===== src/hpg_pkg.sv =====
// ----------------------------------------------------------------------------
// hpg_pkg: shared types and constants of the Halton point generator
// Field widths, default sizes, prime bases, controller states and the
// command/status bundles between controller and datapath.
// ----------------------------------------------------------------------------
package hpg_pkg;

  localparam int DIMS_DEF          = 4;
  localparam int INDEX_BITS_DEF    = 20;
  localparam int INV_FRAC_BITS_DEF = 24;

  localparam int COORD_W   = 32;
  localparam int DIM_W     = 2;
  localparam int BASE_W    = 3;
  localparam int BOUND_CNT = 4;
  localparam int CFG_IDX_W = 3;

  localparam int PRIME_0 = 2;
  localparam int PRIME_1 = 3;
  localparam int PRIME_2 = 5;
  localparam int PRIME_3 = 7;

  localparam logic [BASE_W-1:0] PRIME_BASE [BOUND_CNT] = '{
    BASE_W'(PRIME_0), BASE_W'(PRIME_1), BASE_W'(PRIME_2), BASE_W'(PRIME_3)
  };

  typedef enum logic [2:0] {
    ST_IDLE,
    ST_LOAD,
    ST_DIGIT_MUL,
    ST_DIGIT_FIX,
    ST_DIV,
    ST_SCALE,
    ST_EMIT
  } hpg_state_t;

  typedef struct packed {
    logic             accept;
    logic             load;
    logic             digit_mul;
    logic             digit_fix;
    logic             div_step;
    logic             scale_mul;
    logic             emit;
    logic [DIM_W-1:0] dim;
  } hpg_cmd_t;

  typedef struct packed {
    logic work_zero;
    logic out_free;
  } hpg_stat_t;

endpackage


===== src/hpg_if.sv =====
// ----------------------------------------------------------------------------
// hpg_if: valid/ready channels of the Halton point generator
// Index channel into the block and coordinate channel out of it.
// ----------------------------------------------------------------------------
interface hpg_in_if #(
  parameter int INDEX_BITS = hpg_pkg::INDEX_BITS_DEF
);
  logic                  valid;
  logic                  ready;
  logic [INDEX_BITS-1:0] sample_index;

  modport source (output valid, output sample_index, input ready);
  modport sink   (input valid, input sample_index, output ready);
endinterface

interface hpg_out_if;
  logic                                valid;
  logic                                ready;
  logic [hpg_pkg::DIM_W-1:0]           dimension;
  logic signed [hpg_pkg::COORD_W-1:0]  coordinate;
  logic                                last_coordinate;

  modport source (output valid, output dimension, output coordinate,
                  output last_coordinate, input ready);
  modport sink   (input valid, input dimension, input coordinate,
                  input last_coordinate, output ready);
endinterface


===== src/hpg_ctrl.sv =====
// ----------------------------------------------------------------------------
// hpg_ctrl: sequencer of the Halton point generator
// Walks each dimension through load, digit extraction, fraction division,
// scaling and emit, and issues one command bundle per cycle.
// ----------------------------------------------------------------------------
module hpg_ctrl #(
  parameter int DIMS              = hpg_pkg::DIMS_DEF,
  parameter int INVERSE_FRAC_BITS = hpg_pkg::INV_FRAC_BITS_DEF
) (
  input  logic              clk,
  input  logic              rst_n,
  input  logic              in_valid,
  output logic              in_ready,
  input  hpg_pkg::hpg_stat_t stat,
  output hpg_pkg::hpg_cmd_t  cmd
);
  import hpg_pkg::*;

  localparam int CNT_W = $clog2(INVERSE_FRAC_BITS);

  hpg_state_t       state_r, state_nxt;
  logic [DIM_W-1:0] dim_r, dim_nxt;
  logic [CNT_W-1:0] cnt_r, cnt_nxt;

  always_ff @(posedge clk) begin
    if (!rst_n) begin
      state_r <= ST_IDLE;
      dim_r   <= '0;
      cnt_r   <= '0;
    end else begin
      state_r <= state_nxt;
      dim_r   <= dim_nxt;
      cnt_r   <= cnt_nxt;
    end
  end

  always_comb begin
    state_nxt = state_r;
    dim_nxt   = dim_r;
    cnt_nxt   = cnt_r;
    unique case (state_r)
      ST_IDLE: begin
        if (in_valid) begin
          state_nxt = ST_LOAD;
          dim_nxt   = '0;
        end
      end
      ST_LOAD: state_nxt = ST_DIGIT_MUL;
      ST_DIGIT_MUL: begin
        if (stat.work_zero) begin
          state_nxt = ST_DIV;
          cnt_nxt   = '0;
        end else begin
          state_nxt = ST_DIGIT_FIX;
        end
      end
      ST_DIGIT_FIX: state_nxt = ST_DIGIT_MUL;
      ST_DIV: begin
        cnt_nxt = cnt_r + 1'b1;
        if (cnt_r == CNT_W'(INVERSE_FRAC_BITS - 1)) begin
          state_nxt = ST_SCALE;
        end
      end
      ST_SCALE: state_nxt = ST_EMIT;
      ST_EMIT: begin
        if (stat.out_free) begin
          if (dim_r == DIM_W'(DIMS - 1)) begin
            state_nxt = ST_IDLE;
          end else begin
            state_nxt = ST_LOAD;
            dim_nxt   = dim_r + 1'b1;
          end
        end
      end
      default: state_nxt = ST_IDLE;
    endcase
  end

  always_comb begin
    in_ready      = (state_r == ST_IDLE);
    cmd           = '0;
    cmd.dim       = dim_r;
    cmd.accept    = (state_r == ST_IDLE) && in_valid;
    cmd.load      = (state_r == ST_LOAD);
    cmd.digit_mul = (state_r == ST_DIGIT_MUL) && !stat.work_zero;
    cmd.digit_fix = (state_r == ST_DIGIT_FIX);
    cmd.div_step  = (state_r == ST_DIV);
    cmd.scale_mul = (state_r == ST_SCALE);
    cmd.emit      = (state_r == ST_EMIT) && stat.out_free;
  end

endmodule


===== src/hpg_dp.sv =====
// ----------------------------------------------------------------------------
// hpg_dp: datapath of the Halton point generator
// Bound registers, base-p digit extraction by reciprocal multiply,
// restoring division of the reversed digits, scaling, offset, saturation
// and the output register.
// ----------------------------------------------------------------------------
module hpg_dp #(
  parameter int INDEX_BITS        = hpg_pkg::INDEX_BITS_DEF,
  parameter int INVERSE_FRAC_BITS = hpg_pkg::INV_FRAC_BITS_DEF
) (
  input  logic                               clk,
  input  logic                               rst_n,
  input  hpg_pkg::hpg_cmd_t                  cmd,
  output hpg_pkg::hpg_stat_t                 stat,
  input  logic [INDEX_BITS-1:0]              in_sample_index,
  input  logic                               cfg_wr_en,
  input  logic [hpg_pkg::CFG_IDX_W-1:0]      cfg_index,
  input  logic [hpg_pkg::COORD_W-1:0]        cfg_wdata,
  output logic                               out_valid,
  input  logic                               out_ready,
  output logic [hpg_pkg::DIM_W-1:0]          out_dimension,
  output logic signed [hpg_pkg::COORD_W-1:0] out_coordinate,
  output logic                               out_last_coordinate,
  input  logic                               last_dim
);
  import hpg_pkg::*;

  localparam int IB       = INDEX_BITS;
  localparam int FB       = INVERSE_FRAC_BITS;
  localparam int DEN_W    = IB + BASE_W;
  localparam int PROD_W   = 2 * IB;
  localparam int SPROD_W  = COORD_W + FB;
  localparam int SUM_W    = COORD_W + 2;
  localparam logic [63:0] ONE_SHIFT = 64'(1) << IB;

  // floor(2^IB / p): quotient estimate is exact or one low
  localparam logic [IB-1:0] RECIP [BOUND_CNT] = '{
    IB'(ONE_SHIFT / PRIME_0), IB'(ONE_SHIFT / PRIME_1),
    IB'(ONE_SHIFT / PRIME_2), IB'(ONE_SHIFT / PRIME_3)
  };

  logic [COORD_W-1:0] lower_r [BOUND_CNT];
  logic [COORD_W-1:0] upper_r [BOUND_CNT];

  logic [IB-1:0]      idx_r;
  logic [IB-1:0]      work_r;
  logic [PROD_W-1:0]  prod_r;
  logic [DEN_W-1:0]   num_r;
  logic [DEN_W-1:0]   den_r;
  logic [FB-1:0]      inv_r;
  logic [COORD_W-1:0] lo_r;
  logic [COORD_W-1:0] width_r;
  logic [SPROD_W-1:0] sprod_r;

  logic                        out_valid_r;
  logic [DIM_W-1:0]            out_dim_r;
  logic [COORD_W-1:0]          out_coord_r;
  logic                        out_last_r;

  // bound registers
  always_ff @(posedge clk) begin
    if (!rst_n) begin
      for (int i = 0; i < BOUND_CNT; i++) begin
        lower_r[i] <= '0;
        upper_r[i] <= COORD_W'(65536);
      end
    end else if (cfg_wr_en) begin
      if (cfg_index[0]) begin
        upper_r[cfg_index[CFG_IDX_W-1:1]] <= cfg_wdata;
      end else begin
        lower_r[cfg_index[CFG_IDX_W-1:1]] <= cfg_wdata;
      end
    end
  end

  // range of the current dimension
  logic [COORD_W-1:0] bnd_a, bnd_b;
  logic [COORD_W:0]   diff_ab, diff_ba;
  logic               a_lt_b;

  always_comb begin
    bnd_a   = lower_r[cmd.dim];
    bnd_b   = upper_r[cmd.dim];
    diff_ab = {bnd_a[COORD_W-1], bnd_a} - {bnd_b[COORD_W-1], bnd_b};
    diff_ba = {bnd_b[COORD_W-1], bnd_b} - {bnd_a[COORD_W-1], bnd_a};
    a_lt_b  = diff_ab[COORD_W];
  end

  // digit step: quotient estimate, remainder, one correction
  logic [BASE_W-1:0] p_sel;
  logic [IB-1:0]     q_est, q_fix;
  logic [DEN_W-1:0]  q_times_p, rem_raw, rem_fix;
  logic              rem_over;
  logic [DEN_W-1:0]  num_next, den_next;

  always_comb begin
    p_sel     = PRIME_BASE[cmd.dim];
    q_est     = prod_r[PROD_W-1 -: IB];
    q_times_p = DEN_W'(q_est) * DEN_W'(p_sel);
    rem_raw   = DEN_W'(work_r) - q_times_p;
    rem_over  = (rem_raw >= DEN_W'(p_sel));
    rem_fix   = rem_over ? (rem_raw - DEN_W'(p_sel)) : rem_raw;
    q_fix     = q_est + IB'(rem_over);
    num_next  = DEN_W'(num_r * DEN_W'(p_sel)) + DEN_W'(rem_fix[BASE_W-1:0]);
    den_next  = DEN_W'(den_r * DEN_W'(p_sel));
  end

  // restoring division, one fraction bit a step
  logic [DEN_W:0] rem_sh;
  logic           rem_ge;

  always_comb begin
    rem_sh = {num_r, 1'b0};
    rem_ge = (rem_sh >= {1'b0, den_r});
  end

  always_ff @(posedge clk) begin
    if (cmd.accept) begin
      idx_r <= in_sample_index;
    end
    if (cmd.load) begin
      work_r  <= idx_r;
      num_r   <= '0;
      den_r   <= DEN_W'(1);
      inv_r   <= '0;
      lo_r    <= a_lt_b ? bnd_a : bnd_b;
      width_r <= a_lt_b ? diff_ba[COORD_W-1:0] : diff_ab[COORD_W-1:0];
    end
    if (cmd.digit_mul) begin
      prod_r <= PROD_W'(work_r) * PROD_W'(RECIP[cmd.dim]);
    end
    if (cmd.digit_fix) begin
      work_r <= q_fix;
      num_r  <= num_next;
      den_r  <= den_next;
    end
    if (cmd.div_step) begin
      num_r <= rem_ge ? DEN_W'(rem_sh - {1'b0, den_r}) : rem_sh[DEN_W-1:0];
      inv_r <= {inv_r[FB-2:0], rem_ge};
    end
    if (cmd.scale_mul) begin
      sprod_r <= SPROD_W'(width_r) * SPROD_W'(inv_r);
    end
  end

  // offset and saturate
  logic [SUM_W-1:0]   sum;
  logic [COORD_W-1:0] coord_sat;

  always_comb begin
    sum = {{2{lo_r[COORD_W-1]}}, lo_r} + {2'b00, sprod_r[FB +: COORD_W]};
    priority if (!sum[SUM_W-1] && (sum[SUM_W-2] || sum[SUM_W-3])) begin
      coord_sat = {1'b0, {(COORD_W-1){1'b1}}};
    end else if (sum[SUM_W-1] && !(sum[SUM_W-2] && sum[SUM_W-3])) begin
      coord_sat = {1'b1, {(COORD_W-1){1'b0}}};
    end else begin
      coord_sat = sum[COORD_W-1:0];
    end
  end

  // output register: drop valid once the beat is taken
  always_ff @(posedge clk) begin
    if (!rst_n) begin
      out_valid_r <= 1'b0;
    end else if (cmd.emit) begin
      out_valid_r <= 1'b1;
    end else if (out_ready) begin
      out_valid_r <= 1'b0;
    end
  end

  always_ff @(posedge clk) begin
    if (cmd.emit) begin
      out_dim_r   <= cmd.dim;
      out_coord_r <= coord_sat;
      out_last_r  <= last_dim;
    end
  end

  assign stat.work_zero      = (work_r == '0);
  assign stat.out_free       = !out_valid_r || out_ready;
  assign out_valid           = out_valid_r;
  assign out_dimension       = out_dim_r;
  assign out_coordinate      = out_coord_r;
  assign out_last_coordinate = out_last_r;

endmodule


===== src/halton_point_generator_top.sv =====
// Each dimension runs load, digit extraction, fraction division, scaling and emit in
// turn; the index is broken down one base-p digit at a time, and the fraction
// divider yields one bit per cycle. A new index is taken only after the last
// coordinate of the point has been loaded into the output register.
// Reset: synchronous, clears the sequencer and output valid, bounds to [0, 1.0).
// ----------------------------------------------------------------------------
// halton_point_generator_top: Halton point generator
// Turns a sample index into one Q16.16 coordinate per dimension, bases
// 2, 3, 5, 7, scaled into each dimension's configured range.
// ----------------------------------------------------------------------------
module halton_point_generator_top #(
  parameter int DIMS              = hpg_pkg::DIMS_DEF,
  parameter int INDEX_BITS        = hpg_pkg::INDEX_BITS_DEF,
  parameter int INVERSE_FRAC_BITS = hpg_pkg::INV_FRAC_BITS_DEF
) (
  input  logic                          clk,
  input  logic                          rst_n,
  hpg_in_if.sink                        in_if,
  hpg_out_if.source                     out_if,
  input  logic                          cfg_wr_en,
  input  logic [hpg_pkg::CFG_IDX_W-1:0] cfg_index,
  input  logic [hpg_pkg::COORD_W-1:0]   cfg_wdata
);
  import hpg_pkg::*;

  hpg_cmd_t  cmd;
  hpg_stat_t stat;
  logic      in_ready;

  hpg_ctrl #(
    .DIMS              (DIMS),
    .INVERSE_FRAC_BITS (INVERSE_FRAC_BITS)
  ) u_ctrl (
    .clk      (clk),
    .rst_n    (rst_n),
    .in_valid (in_if.valid),
    .in_ready (in_ready),
    .stat     (stat),
    .cmd      (cmd)
  );

  hpg_dp #(
    .INDEX_BITS        (INDEX_BITS),
    .INVERSE_FRAC_BITS (INVERSE_FRAC_BITS)
  ) u_dp (
    .clk                 (clk),
    .rst_n               (rst_n),
    .cmd                 (cmd),
    .stat                (stat),
    .in_sample_index     (in_if.sample_index),
    .cfg_wr_en           (cfg_wr_en),
    .cfg_index           (cfg_index),
    .cfg_wdata           (cfg_wdata),
    .out_valid           (out_if.valid),
    .out_ready           (out_if.ready),
    .out_dimension       (out_if.dimension),
    .out_coordinate      (out_if.coordinate),
    .out_last_coordinate (out_if.last_coordinate),
    .last_dim            (cmd.dim == DIM_W'(DIMS - 1))
  );

  assign in_if.ready = in_ready;

endmodule


===== src/flat_wrapper.sv =====
// flat-port wrapper written by rule: the top's interface ports become plain ports
module halton_point_generator_top_flat import hpg_pkg::*;
#(
  parameter int DIMS              = hpg_pkg::DIMS_DEF,
  parameter int INDEX_BITS        = hpg_pkg::INDEX_BITS_DEF,
  parameter int INVERSE_FRAC_BITS = hpg_pkg::INV_FRAC_BITS_DEF
)
  (clk, rst_n, cfg_wr_en, cfg_index, cfg_wdata, in_if_valid, in_if_sample_index, in_if_ready, out_if_valid, out_if_dimension, out_if_coordinate, out_if_last_coordinate, out_if_ready);
  hpg_in_if #(.INDEX_BITS(INDEX_BITS)) in_if_i ();
  hpg_out_if out_if_i ();
  input  logic clk;
  input  logic rst_n;
  input  logic cfg_wr_en;
  input  logic [hpg_pkg::CFG_IDX_W-1:0] cfg_index;
  input  logic [hpg_pkg::COORD_W-1:0] cfg_wdata;
  input wire logic [$bits(in_if_i.valid)-1:0] in_if_valid;
  input wire logic [$bits(in_if_i.sample_index)-1:0] in_if_sample_index;
  output wire logic [$bits(in_if_i.ready)-1:0] in_if_ready;
  output wire logic [$bits(out_if_i.valid)-1:0] out_if_valid;
  output wire logic [$bits(out_if_i.dimension)-1:0] out_if_dimension;
  output wire logic [$bits(out_if_i.coordinate)-1:0] out_if_coordinate;
  output wire logic [$bits(out_if_i.last_coordinate)-1:0] out_if_last_coordinate;
  input wire logic [$bits(out_if_i.ready)-1:0] out_if_ready;
  assign in_if_i.valid = in_if_valid;
  assign in_if_i.sample_index = in_if_sample_index;
  assign in_if_ready = in_if_i.ready;
  assign out_if_valid = out_if_i.valid;
  assign out_if_dimension = out_if_i.dimension;
  assign out_if_coordinate = out_if_i.coordinate;
  assign out_if_last_coordinate = out_if_i.last_coordinate;
  assign out_if_i.ready = out_if_ready;
  halton_point_generator_top #(.DIMS(DIMS), .INDEX_BITS(INDEX_BITS), .INVERSE_FRAC_BITS(INVERSE_FRAC_BITS)) u_core (.clk(clk), .rst_n(rst_n), .in_if(in_if_i), .out_if(out_if_i), .cfg_wr_en(cfg_wr_en), .cfg_index(cfg_index), .cfg_wdata(cfg_wdata));
endmodule

===== config.mk =====
export PLATFORM = sky130hd
export DESIGN_NAME = halton_point_generator_top_flat
export DESIGN_NICKNAME = d
export VERILOG_FILES = /design/src/hpg_pkg.sv /design/src/hpg_if.sv /design/src/hpg_ctrl.sv /design/src/hpg_dp.sv /design/src/halton_point_generator_top.sv /design/src/flat_wrapper.sv
export SDC_FILE = /design/constraint.sdc
export NUM_CORES = 2
export LEC_CHECK = 0
export BUFFER_PORTS_ARGS = -buffer_cell sky130_fd_sc_hd__buf_2
export CORE_MARGIN = 2
export CORE_UTILIZATION = 26
export CTS_CLUSTER_SIZE = 14
export DETAILED_ROUTE_END_ITERATION = 6
export HOLD_SLACK_MARGIN = 0.08
export PLACE_DENSITY = 0.41
export SETUP_SLACK_MARGIN = 0.2
export SLEW_MARGIN = 20
export SYNTH_ARGS = -nofsm -noshare
export SYNTH_HDL_FRONTEND = slang
export SYNTH_HIERARCHICAL = 1
export SYNTH_SLANG_ARGS = --single-unit

===== constraint.sdc =====
create_clock -name clk -period 11 [get_ports clk]
set_input_delay 1.65 -clock clk [delete_from_list [all_inputs] [get_ports clk]]
set_output_delay 1.65 -clock clk [all_outputs]
set_load 0.005 [all_outputs]

==> impl_metrics.json <==
{
  "reg2regPathDepth": 31,
  "drive_gt1_frac": 0.0674,
  "async_flop_share": 0,
  "maxSlewViolCount": 0,
  "synthCells": 6835,
  "dieArea_um2": 264000,
  "worstReg2RegEnd": "u_core/u_dp/num_r[21]$_DFFE_PP_",
  "yosysTopAreaCellShare": 0.296,
  "cts_sinks": 528,
  "antenna_found_initial": 15,
  "row_count": 187,
  "post-cts-setup-buffers": 0,
  "postCtsHoldBufs": 0,
  "clk_path_buf_depth": 3,
  "crit_slowest_cell": "fa_1",
  "first_pass_iters": 6,
  "rsz0062_at_grt": "no",
  "dp_hpwl_um": 162000,
  "via_count": 47014,
  "clkTransAtPathRegs_ns": 0.08,
  "io_buffers": 96,
  "nets": 8461,
  "route.detailed.drc": 0,
  "setup.worst_path.start_class": "register",
  "synth_most_common_cell": "inv_1",
  "tightest_slew_ns": 1.12,
  "synthTopCellsByCount": "inv_1 (1315), fa_1 (1000), nand2_1 (877)",
  "clk-insertion-delay-late_ns": 0.68,
  "critPathKind": "register to register",
  "slew_headroom": 0.254,
  "grt_pass1_wl_um": 320000,
  "start_util": 0.261,
  "fp.coreArea_um2": 259000,
  "crit_fanout": 35,
  "netlist_area_um2": 67700,
  "r2r_slack_ns": 1.63,
  "finClkSkew_ns": 0.0506,
  "die_w_um": 514,
  "die_y_um": 514,
  "yosys_warnings": 6,
  "tritoncts": "yes",
  "synth_ff_type": "edfxtp_1",
  "finalSetupTns_ns": 0,
  "routedWlPerCell_um": 20.2,
  "numCtsBuffers": 67,
  "cpPeakStageDelay_ns": 0.57,
  "min_period_over_period": 0.851,
  "hold_path.class": "register to register",
  "final_antenna_net_count": 0,
  "holdPathEnd": "u_core/u_ctrl/cnt_r[4]$_SDFFE_PN0P_",
  "final_hold_viol_count": 0,
  "final.min_clock_period_ns": 9.37,
  "maxCapViolations": 0,
  "r2r-start": "u_core/u_ctrl/dim_r[0]$_SDFFE_PN0P_",
  "grt_pass1_vias": 50564,
  "synth-seq-area-share": 0.233,
  "routed_via_density": 4.58,
  "wirelength_um": 207000,
  "setup_violations": 0,
  "yosys.area.top_type": "fa_1",
  "gp_congestion": 0.891,
  "worstPathRequired_ns": 11.41,
  "synth_area_per_cell_um2": 9.90,
  "cp.arrival_ns": 9.78,
  "cts_root_buffer": "clkbuf_16",
  "drt_iter0_drc": 2700,
  "synth_nets": 8479,
  "clock.fmax_ghz": 0.107,
  "crit_path_end_kind": "register",
  "synth_edf_count": 517,
  "grt_max_degree": 76,
  "grt_overflow": 0,
  "min_from": "u_core/u_ctrl/cnt_r[4]$_SDFFE_PN0P_",
  "ys_types": 107,
  "pin_count": 97,
  "min_path_cells": 1,
  "outcome": "finished, final reports clean",
  "ys_ff_latch": 528,
  "htree_levels": 3,
  "ys_top_cells_by_area": "fa_1 (30%), edfxtp_1 (23%), ha_1 (11%), inv_1 (7.3%), nand2_1 (4.9%)",
  "syn2layout_area_growth_pct": 9.87,
  "grtUsageTotal": 0.159,
  "ctsResizeCount": 0
}
## registers in the layout (all words and copies together) (netlist names), 20 cells and up
signal                      count
u_core/u_dp/den_r              23
u_core/u_dp/lo_r               32
u_core/u_dp/lower_r           128
u_core/u_dp/out_coordinate     32
u_core/u_dp/idx_r              20
u_core/u_dp/work_r             20
u_core/u_dp/upper_r           128
u_core/u_dp/width_r            32
u_core/u_dp/sprod_r            32
u_core/u_dp/num_r              23
u_core/u_dp/prod_r             20
u_core/u_dp/inv_r              24
## cell usage in the layout (no fill, tap or decap), types with 11 or more instances in the layout
cell / synthesis / routed
inv_1: 1315 / 1314
fa_1: 1000 / 1000
nand2_1: 877 / 877
ha_1: 584 / 583
edfxtp_1: 517 / 517
and2_1: 382 / 381
nor2_1: 368 / 366
a21oi_1: 236 / 235
a21o_1: 138 / 138
o21ai_0: 139 / 131
xnor2_1: 118 / 118
buf_4: 11 / 102
buf_2: 22 / 96
nand2b_1: 97 / 95
xor2_1: 73 / 73
clkbuf_16: 0 / 67
mux4_2: 64 / 64
nand3_1: 50 / 50
nor2b_1: 44 / 44
o21bai_1: 41 / 41
nand4_1: 37 / 37
nor3_1: 34 / 34
o21a_1: 33 / 32
a211oi_1: 27 / 27
mux2i_1: 26 / 26
and3_1: 23 / 23
or2_2: 20 / 20
o21ai_1: 19 / 19
clkinv_1: 1 / 16
o211ai_1: 15 / 15
or3_1: 16 / 15
clkbuf_1: 238 / 14
o22ai_1: 14 / 14
o31ai_1: 14 / 14
nor4_1: 12 / 12
a31oi_1: 11 / 11
## critical path: cells and delay by family, from the launching register on
kind | cells | cell delay (ns)
AOI/OAI and AO/OA | 12 | 3.10
xor gates and xnor gates | 1 | 0.15
adders and majority gates | 6 | 2.68
buffers and inverters | 5 | 1.17
DFF | 1 | 0.41
muxes | 1 | 0.35
and+or+nand+nor | 6 | 1.19
## how the worst max path moves through the flow
stage | start | to | slack [ns] | depth (start not counted)
final | u_core/u_ctrl/dim_r[0]$_SDFFE_PN0P_ | u_core/u_dp/num_r[21]$_DFFE_PP_ | 1.63 | 31
after detailed placement | u_core/u_ctrl/dim_r[0]$_SDFFE_PN0P_ | u_core/u_dp/num_r[21]$_DFFE_PP_ | 1.75 | 30
after global routing | u_core/u_ctrl/dim_r[0]$_SDFFE_PN0P_ | u_core/u_dp/num_r[21]$_DFFE_PP_ | 1.14 | 30
after floorplan | u_core/u_ctrl/dim_r[0]$_SDFFE_PN0P_ | u_core/u_dp/num_r[21]$_DFFE_PP_ | 1.98 | 34
after CTS | u_core/u_ctrl/dim_r[0]$_SDFFE_PN0P_ | u_core/u_dp/num_r[21]$_DFFE_PP_ | 1.67 | 30
after global placement | u_core/u_dp/inv_r[5]$_SDFFCE_PN0P_ | u_core/u_dp/sprod_r[51]$_DFFE_PP_ | 1.69 | 23
## routing by layer
metal	vias up	share of wire	GRT usage
met5	-	0.00018	0
met4	8	0.021	0.0371
met3	190	0.039	0.0161
met2	865	0.47	0.262
met1	24213	0.47	0.223
li1	21738	-	-
## layout make-up
cell class / count / area (um2)
clock inverter: 41 / 418
antenna: 2 / 5.00
clock buffer: 81 / 1730
inverter: 1318 / 4950
multi-input combinational: 4701 / 45900
timing repair buffer: 201 / 1300
tap: 3402 / 4260
sequential: 528 / 15800
fill: 27336 / 185000
## kinds of logic after synthesis
kind of cell | after synthesis | synth area share
AOI/OAI and AO/OA | 817 | 0.0804
xor gates and xnor gates | 191 | 0.0247
adders and majority gates | 1584 | 0.404
buffers and inverters | 1606 | 0.0904
DFF | 528 | 0.233
muxes | 99 | 0.0268
and+or+nand+nor | 2010 | 0.141
## stage by stage
step	instances	area, um2	hold WS, ns	setup WS [ns]	utilization
after floorplan	6835	67700	0.451	1.98	-
after global placement	10148	72200	0.485	1.69	0.278
after detailed placement	10150	72200	0.479	1.75	0.278
after CTS	10272	74300	0.489	1.67	0.287
after global routing	10273	74300	0.518	1.14	0.287
final	10274	74300	0.495	1.63	0.287
Power is left out: the tool's default activity adds up to more than one toggle a clock period on the data nets, which glitch-free logic cannot reach.
